File: src/hw/rtl/assert_macros.svh
// ---------------------------------------------------------------------------
// assert_macros.svh
// Shared concurrent assertion wrappers. Expect clk and rst_n in scope.
// ---------------------------------------------------------------------------
`ifndef ASSERT_MACROS_SVH
`define ASSERT_MACROS_SVH

// Implication checked on every rising clock edge, held off during reset.
`define ASSERT_IMPLIES(label, ante, cons, msg) \
    label: assert property (@(posedge clk) disable iff (!rst_n) (ante) |-> (cons)) \
        else $error(msg);

// Next-cycle implication, held off during reset.
`define ASSERT_NEXT(label, ante, cons, msg) \
    label: assert property (@(posedge clk) disable iff (!rst_n) (ante) |=> (cons)) \
        else $error(msg);

`endif

File: src/hw/rtl/rpc_pkg.sv
// ---------------------------------------------------------------------------
// rpc_pkg
// Types, constants and gain helpers for the rate-probe congestion FSM.
// ---------------------------------------------------------------------------
package rpc_pkg;

    typedef enum logic [1:0] {
        MODE_STARTUP   = 2'd0,
        MODE_DRAIN     = 2'd1,
        MODE_PROBE_BW  = 2'd2,
        MODE_PROBE_RTT = 2'd3
    } mode_t;

    // Configuration register indexes
    localparam logic [2:0] CFG_STARTUP_GAIN     = 3'd0;
    localparam logic [2:0] CFG_STARTUP_GAIN_INV = 3'd1;
    localparam logic [2:0] CFG_GROWTH_THRESHOLD = 3'd2;
    localparam logic [2:0] CFG_STEADY_GAIN      = 3'd3;
    localparam logic [2:0] CFG_PROBE_INCREMENT  = 3'd4;
    localparam logic [2:0] CFG_DRAIN_DECREMENT  = 3'd5;
    localparam logic [2:0] CFG_MIN_CWND_BYTES   = 3'd6;
    localparam logic [2:0] CFG_PROBE_RTT_FLOOR  = 3'd7;

    // Reset values
    localparam logic [11:0] RST_STARTUP_GAIN     = 12'd740;
    localparam logic [11:0] RST_STARTUP_GAIN_INV = 12'd89;
    localparam logic [11:0] RST_GROWTH_THRESHOLD = 12'd320;
    localparam logic [11:0] RST_STEADY_GAIN      = 12'd256;
    localparam logic [11:0] RST_PROBE_INCREMENT  = 12'd64;
    localparam logic [11:0] RST_DRAIN_DECREMENT  = 12'd64;
    localparam logic [15:0] RST_MIN_CWND_BYTES   = 16'd6000;
    localparam logic [23:0] RST_PROBE_RTT_FLOOR  = 24'd200000;

    localparam logic [11:0] GAIN_MAX          = 12'hFFF;
    localparam logic [1:0]  STALL_LIMIT       = 2'd3;
    localparam logic [2:0]  DRAIN_ROUNDS_EXIT = 3'd5;
    localparam logic [2:0]  PHASE_UP          = 3'd0;
    localparam logic [2:0]  PHASE_DOWN        = 3'd1;

    function automatic logic [11:0] sat_add(logic [11:0] a, logic [11:0] b);
        logic [12:0] s;
        s = {1'b0, a} + {1'b0, b};
        return (s > {1'b0, GAIN_MAX}) ? GAIN_MAX : s[11:0];
    endfunction

    function automatic logic [11:0] sat_sub(logic [11:0] a, logic [11:0] b);
        return (a > b) ? (a - b) : 12'd0;
    endfunction

endpackage

File: src/hw/rtl/rate_probe_congestion_fsm.sv
// ---------------------------------------------------------------------------
// rate_probe_congestion_fsm
// Per-round-tick mode controller: startup, drain, gain-cycling probe
// bandwidth and probe RTT, with Q4.8 pacing and window gains.
// ---------------------------------------------------------------------------
//  channel | handshake            | payload
//  item    | item_valid/item_stall| bw_estimate .. start_phase_code
//  result  | result_valid/stall   | mode, pacing_gain, cwnd_gain, force_min_cwnd,
//          |                      | cycle_phase
//  cfg     | cfg_valid/cfg_ready  | cfg_index, cfg_data
//
//  One tick per cycle sustained while the result is not stalled; an accepted
//  request goes through the input register and then into the result register.
//  The path that sets the rate is the 32x12 growth multiply and compare,
//  next to the 40-bit end-time add and compare, both into the state registers.
//  Reset puts the block in startup with the register reset values.
//  A stalled result holds; one more request waits in the input register.
`include "assert_macros.svh"

module rate_probe_congestion_fsm #(
    parameter bit PACING_ENABLED = 1'b1
) (
    input  logic                 clk,
    input  logic                 rst_n,

    input  logic                 item_valid,
    output logic                 item_stall,
    input  logic [31:0]          bw_estimate,
    input  logic                 bw_valid,
    input  logic [31:0]          bdp_bytes,
    input  logic [31:0]          inflight_bytes,
    input  logic [31:0]          min_rtt_us,
    input  logic [39:0]          now_us,
    input  logic                 probe_rtt_due,
    input  logic [2:0]           start_phase_code,

    output logic                 result_valid,
    input  logic                 result_stall,
    output logic [1:0]           mode,
    output logic [11:0]          pacing_gain,
    output logic [11:0]          cwnd_gain,
    output logic                 force_min_cwnd,
    output logic [2:0]           cycle_phase,

    input  logic                 cfg_valid,
    output logic                 cfg_ready,
    input  logic [2:0]           cfg_index,
    input  logic [23:0]          cfg_data
);
    import rpc_pkg::*;

    // Configuration
    logic [11:0] startup_gain_reg, startup_gain_inv_reg, growth_threshold_reg;
    logic [11:0] steady_gain_reg, probe_increment_reg, drain_decrement_reg;
    logic [15:0] min_cwnd_bytes_reg;
    logic [23:0] probe_rtt_floor_reg;

    // Input register
    logic        held_reg;
    logic [31:0] bw_reg, bdp_reg, inflight_reg, min_rtt_reg;
    logic        bw_valid_reg, due_reg;
    logic [39:0] now_reg;
    logic [2:0]  code_reg;

    // State
    mode_t       mode_reg, mode_next;
    logic [11:0] pace_gain_reg, pace_gain_next;
    logic [11:0] win_gain_reg, win_gain_next;
    logic [31:0] full_bw_reg, full_bw_next;
    logic [1:0]  stall_rounds_reg, stall_rounds_next;
    logic [31:0] drain_target_reg, drain_target_next;
    logic [2:0]  drain_rounds_reg, drain_rounds_next;
    logic [2:0]  gain_phase_reg, gain_phase_next;
    logic [39:0] probe_rtt_end_reg, probe_rtt_end_next;
    logic        force_reg, force_next;
    logic        result_valid_reg;

    logic        advance;
    logic        accept;
    logic [31:0] dwell;
    logic [39:0] rtt_end_new;
    logic [43:0] growth_product;
    logic        grows;
    logic [2:0]  entry_phase;
    logic [11:0] entry_pace, entry_win;
    logic [11:0] cycle_pace;
    logic [11:0] steady_doubled;
    logic [1:0]  stall_inc;
    logic [2:0]  drain_inc;
    mode_t       mode_act;

    assign advance    = held_reg && (!result_valid_reg || !result_stall);
    assign item_stall = held_reg && !advance;
    assign accept     = item_valid && !item_stall;
    assign cfg_ready  = 1'b1;

    // Configuration writes
    always_ff @(posedge clk or negedge rst_n)
    begin
        if (!rst_n)
        begin
            startup_gain_reg     <= RST_STARTUP_GAIN;
            startup_gain_inv_reg <= RST_STARTUP_GAIN_INV;
            growth_threshold_reg <= RST_GROWTH_THRESHOLD;
            steady_gain_reg      <= RST_STEADY_GAIN;
            probe_increment_reg  <= RST_PROBE_INCREMENT;
            drain_decrement_reg  <= RST_DRAIN_DECREMENT;
            min_cwnd_bytes_reg   <= RST_MIN_CWND_BYTES;
            probe_rtt_floor_reg  <= RST_PROBE_RTT_FLOOR;
        end
        else if (cfg_valid && cfg_ready)
        begin
            unique case (cfg_index)
                CFG_STARTUP_GAIN:     startup_gain_reg     <= cfg_data[11:0];
                CFG_STARTUP_GAIN_INV: startup_gain_inv_reg <= cfg_data[11:0];
                CFG_GROWTH_THRESHOLD: growth_threshold_reg <= cfg_data[11:0];
                CFG_STEADY_GAIN:      steady_gain_reg      <= cfg_data[11:0];
                CFG_PROBE_INCREMENT:  probe_increment_reg  <= cfg_data[11:0];
                CFG_DRAIN_DECREMENT:  drain_decrement_reg  <= cfg_data[11:0];
                CFG_MIN_CWND_BYTES:   min_cwnd_bytes_reg   <= cfg_data[15:0];
                CFG_PROBE_RTT_FLOOR:  probe_rtt_floor_reg  <= cfg_data;
                default:              ;
            endcase
        end
    end

    // Input register
    always_ff @(posedge clk or negedge rst_n)
    begin
        if (!rst_n)
        begin
            held_reg <= 1'b0;
        end
        else if (accept)
        begin
            held_reg <= 1'b1;
        end
        else if (advance)
        begin
            held_reg <= 1'b0;
        end
    end

    always_ff @(posedge clk)
    begin
        if (accept)
        begin
            bw_reg       <= bw_estimate;
            bw_valid_reg <= bw_valid;
            bdp_reg      <= bdp_bytes;
            inflight_reg <= inflight_bytes;
            min_rtt_reg  <= min_rtt_us;
            now_reg      <= now_us;
            due_reg      <= probe_rtt_due;
            code_reg     <= start_phase_code;
        end
    end

    // Tick datapath
    assign dwell          = (min_rtt_reg > {8'd0, probe_rtt_floor_reg}) ?
                            min_rtt_reg : {8'd0, probe_rtt_floor_reg};
    assign rtt_end_new    = now_reg + {8'd0, dwell};
    assign growth_product = full_bw_reg * growth_threshold_reg;
    assign grows          = {4'd0, bw_reg, 8'd0} > growth_product;
    assign stall_inc      = (stall_rounds_reg < STALL_LIMIT) ?
                            stall_rounds_reg + 2'd1 : stall_rounds_reg;
    assign drain_inc      = drain_rounds_reg + 3'd1;
    assign steady_doubled = sat_add(steady_gain_reg, steady_gain_reg);

    // code 0 -> phase 0, code k -> k+1 (seven wraps to zero)
    assign entry_phase = (code_reg == 3'd0) ? 3'd0 : code_reg + 3'd1;
    assign entry_pace  = (entry_phase == PHASE_UP) ?
                         sat_add(steady_gain_reg, probe_increment_reg) : steady_gain_reg;
    assign entry_win   = PACING_ENABLED ? steady_doubled : entry_pace;

    always_comb
    begin
        case (gain_phase_reg)
            PHASE_UP:   cycle_pace = sat_add(steady_gain_reg, probe_increment_reg);
            PHASE_DOWN: cycle_pace = PACING_ENABLED ?
                                     sat_sub(steady_gain_reg, drain_decrement_reg) :
                                     sat_sub(steady_gain_reg, drain_decrement_reg >> 3);
            default:    cycle_pace = steady_gain_reg;
        endcase
    end

    always_comb
    begin
        mode_next          = mode_reg;
        pace_gain_next     = pace_gain_reg;
        win_gain_next      = win_gain_reg;
        full_bw_next       = full_bw_reg;
        stall_rounds_next  = stall_rounds_reg;
        drain_target_next  = drain_target_reg;
        drain_rounds_next  = drain_rounds_reg;
        gain_phase_next    = gain_phase_reg;
        probe_rtt_end_next = probe_rtt_end_reg;
        force_next         = 1'b0;

        // due request takes effect before the mode action
        if (due_reg)
        begin
            mode_next          = MODE_PROBE_RTT;
            pace_gain_next     = steady_gain_reg;
            win_gain_next      = steady_gain_reg;
            probe_rtt_end_next = rtt_end_new;
        end
        mode_act = mode_next;

        unique case (mode_act)
            MODE_STARTUP:
            begin
                if (bw_valid_reg)
                begin
                    if (grows)
                    begin
                        full_bw_next      = bw_reg;
                        stall_rounds_next = 2'd0;
                    end
                    else
                    begin
                        stall_rounds_next = stall_inc;
                        if (stall_inc == STALL_LIMIT)
                        begin
                            mode_next         = MODE_DRAIN;
                            pace_gain_next    = startup_gain_inv_reg;
                            win_gain_next     = PACING_ENABLED ?
                                                startup_gain_reg : startup_gain_inv_reg;
                            drain_target_next = bdp_reg;
                            drain_rounds_next = 3'd0;
                        end
                    end
                end
            end
            MODE_DRAIN:
            begin
                drain_rounds_next = drain_inc;
                if (inflight_reg < drain_target_reg || drain_inc == DRAIN_ROUNDS_EXIT)
                begin
                    mode_next       = MODE_PROBE_BW;
                    gain_phase_next = entry_phase;
                    pace_gain_next  = entry_pace;
                    win_gain_next   = entry_win;
                end
            end
            MODE_PROBE_BW:
            begin
                pace_gain_next  = cycle_pace;
                win_gain_next   = PACING_ENABLED ? steady_doubled : cycle_pace;
                gain_phase_next = gain_phase_reg + 3'd1;
            end
            MODE_PROBE_RTT:
            begin
                force_next = 1'b1;
                // end time is the one just set if due was raised on this tick, else the stored one
                if (now_reg > probe_rtt_end_next)
                begin
                    mode_next       = MODE_PROBE_BW;
                    gain_phase_next = entry_phase;
                    pace_gain_next  = entry_pace;
                    win_gain_next   = entry_win;
                end
            end
            default: ;
        endcase
    end

    always_ff @(posedge clk or negedge rst_n)
    begin
        if (!rst_n)
        begin
            mode_reg          <= MODE_STARTUP;
            pace_gain_reg     <= RST_STARTUP_GAIN;
            win_gain_reg      <= RST_STARTUP_GAIN;
            full_bw_reg       <= 32'd0;
            stall_rounds_reg  <= 2'd0;
            drain_target_reg  <= 32'd0;
            drain_rounds_reg  <= 3'd0;
            gain_phase_reg    <= 3'd0;
            probe_rtt_end_reg <= 40'd0;
            force_reg         <= 1'b0;
        end
        else if (advance)
        begin
            mode_reg          <= mode_next;
            pace_gain_reg     <= pace_gain_next;
            win_gain_reg      <= win_gain_next;
            full_bw_reg       <= full_bw_next;
            stall_rounds_reg  <= stall_rounds_next;
            drain_target_reg  <= drain_target_next;
            drain_rounds_reg  <= drain_rounds_next;
            gain_phase_reg    <= gain_phase_next;
            probe_rtt_end_reg <= probe_rtt_end_next;
            force_reg         <= force_next;
        end
    end

    always_ff @(posedge clk or negedge rst_n)
    begin
        if (!rst_n)
        begin
            result_valid_reg <= 1'b0;
        end
        else if (advance)
        begin
            result_valid_reg <= 1'b1;
        end
        else if (!result_stall)
        begin
            result_valid_reg <= 1'b0;
        end
    end

    // State only moves on advance, so it doubles as the result register.
    assign result_valid   = result_valid_reg;
    assign mode           = mode_reg;
    assign pacing_gain    = pace_gain_reg;
    assign cwnd_gain      = win_gain_reg;
    assign force_min_cwnd = force_reg;
    assign cycle_phase    = gain_phase_reg;

    // min_cwnd_bytes is only held and drives no output; the user applies it when the force flag is set.
    logic min_cwnd_nonzero;
    assign min_cwnd_nonzero = |min_cwnd_bytes_reg;

    `ASSERT_IMPLIES(a_rtt_forces, result_valid && mode == MODE_PROBE_RTT,
        force_min_cwnd, "probe RTT result without window force")
    `ASSERT_IMPLIES(a_force_mode, result_valid && force_min_cwnd,
        mode == MODE_PROBE_RTT || mode == MODE_PROBE_BW, "force flag in wrong mode")
    `ASSERT_NEXT(a_state_hold, !advance, $stable(mode_reg) && $stable(gain_phase_reg),
        "state moved without a tick")
    `ASSERT_IMPLIES(a_backpressure, held_reg && result_valid && result_stall,
        item_stall, "input register overrun while result stalled")
    `ASSERT_IMPLIES(a_cfg_floor_seen, cfg_valid && cfg_index == CFG_MIN_CWND_BYTES,
        cfg_ready || !min_cwnd_nonzero, "config write refused")

endmodule

File: config.mk
export PLATFORM = sky130hd
export DESIGN_NAME = rate_probe_congestion_fsm
export DESIGN_NICKNAME = d
export VERILOG_FILES = /design/src/hw/rtl/rpc_pkg.sv /design/src/hw/rtl/rate_probe_congestion_fsm.sv
export VERILOG_INCLUDE_DIRS = /design/src /design/src/hw/rtl
export SDC_FILE = /design/constraint.sdc
export NUM_CORES = 2
export LEC_CHECK = 0
export ABC_CLOCK_PERIOD_IN_PS = 7600
export BUFFER_PORTS_ARGS = -buffer_cell sky130_fd_sc_hd__buf_2
export CAP_MARGIN = 5
export CORE_MARGIN = 1
export CORE_UTILIZATION = 43
export DETAILED_ROUTE_END_ITERATION = 16
export GPL_TIMING_DRIVEN = 0
export PLACE_DENSITY = 0.64
export SLEW_MARGIN = 25
export SYNTH_ARGS = -nofsm -noshare
export SYNTH_HDL_FRONTEND = slang
export SYNTH_SLANG_ARGS = --single-unit
File: constraint.sdc
create_clock -name clk -period 7.6 [get_ports clk]
set_input_delay 0.38 -clock clk [delete_from_list [all_inputs] [get_ports clk]]
set_output_delay 0.38 -clock clk [all_outputs]
set_load 0.03 [all_outputs]
==> impl_metrics.toml <==
[status]
status = "finished, violations left"
violations = "setup timing"

[critical_path]
path_common_cell = "inv_1"
cp_max_fo = 6
critPathLaunchType = "flop"
cp-end-kind = "flop"
critPathMaxStageDelay_ns = 0.64
critical_path_class = "flop to flop"
crit_arrival_ns = 9.05
critPathRequiredTime_ns = 8.08
cp_slowest_cell = "dfstp_2"

[finish]
regArea_um2 = 11200
syn_to_final_growth_pct = 24.7
fillCellCount = 6906
drive_above_1_share = 0.225
final_util = 0.543
multi_input_area_um2 = 21800
design_area_um2 = 42900
nets = 4708
final_cells = 5024

[die]
start_util = 0.435
ios = 238
fp.dieH_um = 285
die_w_um = 285
core_um2 = 79100
dieArea_um2 = 81200
core.rowCount = 103

[hold_path]
min_path_type = "primary input to async pin"

[logic_synthesis]
syn_area_per_cell_um2 = 10.3
synthTopCellsByCount = "466 x inv_1, 418 x nand2_1, 303 x fa_1"
synth-edff-count = 173
synth_nets = 4138
ys_seq_area_frac = 0.324
synth_area_um2 = 34400
synth_top_cell_by_area = "fa_1"
synthArstFlopShare = 0.578
synth_area_leaders = "fa_1 18%, edfxtp_1 15%, dfrtp_1 15%"
synth-main-ff-cell = "dfrtp_1"
synth.most_common_cell = "inv_1"
syn_inst = 3358
synthDistinctLibCells = 94
synth_top_cell_area_share = 0.176
ys_warn_count = 0
synth_seq_cells = 410

[timing]
hold_violations = 0
relSlewSlack = 0.359
fin_ws_ns = -0.963
setup_viol = 94
worst_slew_pin_slew_ns = 0.953
fin_crit_ns = 8.56
fmax_ghz = 0.117
finalMaxSlewViolations = 0
timing.final.crit_share = 1.13
rsz0062_at_grt = "yes"
skew_ns = 0.0857

[placed_design]
dpl.cell_count = 4649
port_buffers = 235
dpl.hpwl_um = 75900
place_area_um2 = 37300
gp_congestion = 0.941
place_ws_ns = -3.38

[global_routing]
grtUsageTotal = 0.252
grt_max_degree = 86
grt_pass1_vias = 28000
grt-ovfl-total = 0
grt_pass1_wl_um = 159000
antenna_found_initial = 5

[route]
viasPerCell = 5.40
drt-initial-drc-count = 2002
wl_per_cell_um = 20.3
drc = 0
drt_wl_total_um = 102000
route.antenna.remaining_nets = 0
firstDrtPassIters = 6
vias = 27100

[clock_network]
cts_tree = "yes"
clk_pin_slew_ns = 0.06
cts_buffers = 50
clk_latency_ns = 0.65
cts_htree_levels = 2
clk_path_buf_depth = 3
cts.sinks = 410
clock-root-buffer = "clkbuf_16"

[pwr]
leakage_nw = 19.6
p_per_area_nw_per_um2 = 184
ir_drop_v = 0.000223

[flow_run]
cap_violations = 0
[where the power goes]
group / switching, mW / internal, mW / total [mW]
combinational: 1.43 / 1.01 / 2.45
clock: 1.04 / 1.45 / 2.49
sequential: 0.299 / 2.67 / 2.97
[layout make-up]
cell class | count | share of cell area
Tap cell | 1050 | 0.0306
Antenna cell | 4 | 0.000233
Buffer | 142 | 0.0214
Sequential cell | 410 | 0.260
Inverter | 468 | 0.0409
Multi-Input combinational cell | 2334 | 0.509
Clock inverter | 24 | 0.00638
Timing Repair Buffer | 522 | 0.0979
Clock buffer | 70 | 0.0338
[worst paths after layout]
| kind | start | endpoint | slack, ns | depth (start not counted) |
|---|---|---|---|---|
| hold / removal | rst_n | probe_rtt_floor_reg[5]$_DFFE_PN0P_ | 0.17 | 2 |
| max in group asynchronous | rst_n | drain_target_reg[15]$_DFFE_PN0P_ | 6.24 | 4 |
| min in group clk | cfg_data[1] | startup_gain_inv_reg[1]$_DFFE_PN0P_ | 0.19 | 2 |
| setup reg to reg | growth_threshold_reg[8]$_DFFE_PN1P_ | drain_target_reg[24]$_DFFE_PN0P_ | -0.96 | 39 |
| hold reg to reg | bdp_reg[13]$_DFFE_PP_ | drain_target_reg[13]$_DFFE_PN0P_ | 0.46 | 1 |
| setup / recovery | growth_threshold_reg[8]$_DFFE_PN1P_ | drain_target_reg[24]$_DFFE_PN0P_ | -0.96 | 39 |
[placed cells by master (no fill, tap or decap), types with 66 or more instances in the layout]
cell type,count
dfrtp_1,196
fa_1,291
inv_1,454
o21ai_0,108
buf_2,238
nor2_1,116
mux2_4,66
edfxtp_1,173
ha_1,251
nand2_1,405
clkbuf_1,81
a21oi_1,131
dlygate4sd3_1,188
and2_1,108
mux2_2,143
[critical path, delay by kind of cell, from the launching register on]
| kind | cells | cell delay [ns] |
|---|---|---|
| buffers and inverters | 12 | 1.21 |
| XOR/XNOR | 1 | 0.09 |
| AO/OA/AOI/OAI | 7 | 1.69 |
| multiplexers | 1 | 0.30 |
| flip-flops | 1 | 0.64 |
| adder cells (fa/ha/maj) | 7 | 2.90 |
| AND/OR/NAND/NOR | 11 | 1.56 |
[what timing repair did]
item,CTS,global route
setup buffers,74,16
pin swaps,109,31
hold buffers,188,0
endpoints found under the hold margin,257,0
gates resized for setup,259,71
endpoints found under the setup margin,97,97
gates cloned,10,0
[stage by stage]
step                power [mW]  TNS, ns  hold slack (ns)
floorplan                 4.39        0           0.0844
global placement          5.16  -319.46            0.459
detailed placement        5.19  -283.14            0.237
CTS                       7.87   -76.85            0.148
global route              8.29  -100.04            0.164
finish                    7.91   -78.04            0.172
[cell families (layout without fill, tap and decap cells)]
| group | count (synthesis) | count (layout) | share of synthesized area |
|---|---|---|---|
| simple gates | 870 | 870 | 0.120 |
| buf+inv | 615 | 1226 | 0.0697 |
| fa+ha+maj | 575 | 575 | 0.275 |
| compound gates | 563 | 564 | 0.109 |
| flops | 410 | 410 | 0.324 |
| mux | 240 | 240 | 0.0809 |
| xor+xnor | 84 | 84 | 0.0216 |
| other cells | 1 | 5 | 0.000109 |
[per-layer routing]
metal	track usage	vias up	part of all wire
met5	0	-	0.00047
met4	0.0943	6	0.043
met3	0.0354	194	0.059
met2	0.425	904	0.48
met1	0.330	13500	0.42
li1	-	12500	-
Power figures use the tool's default switching activity.
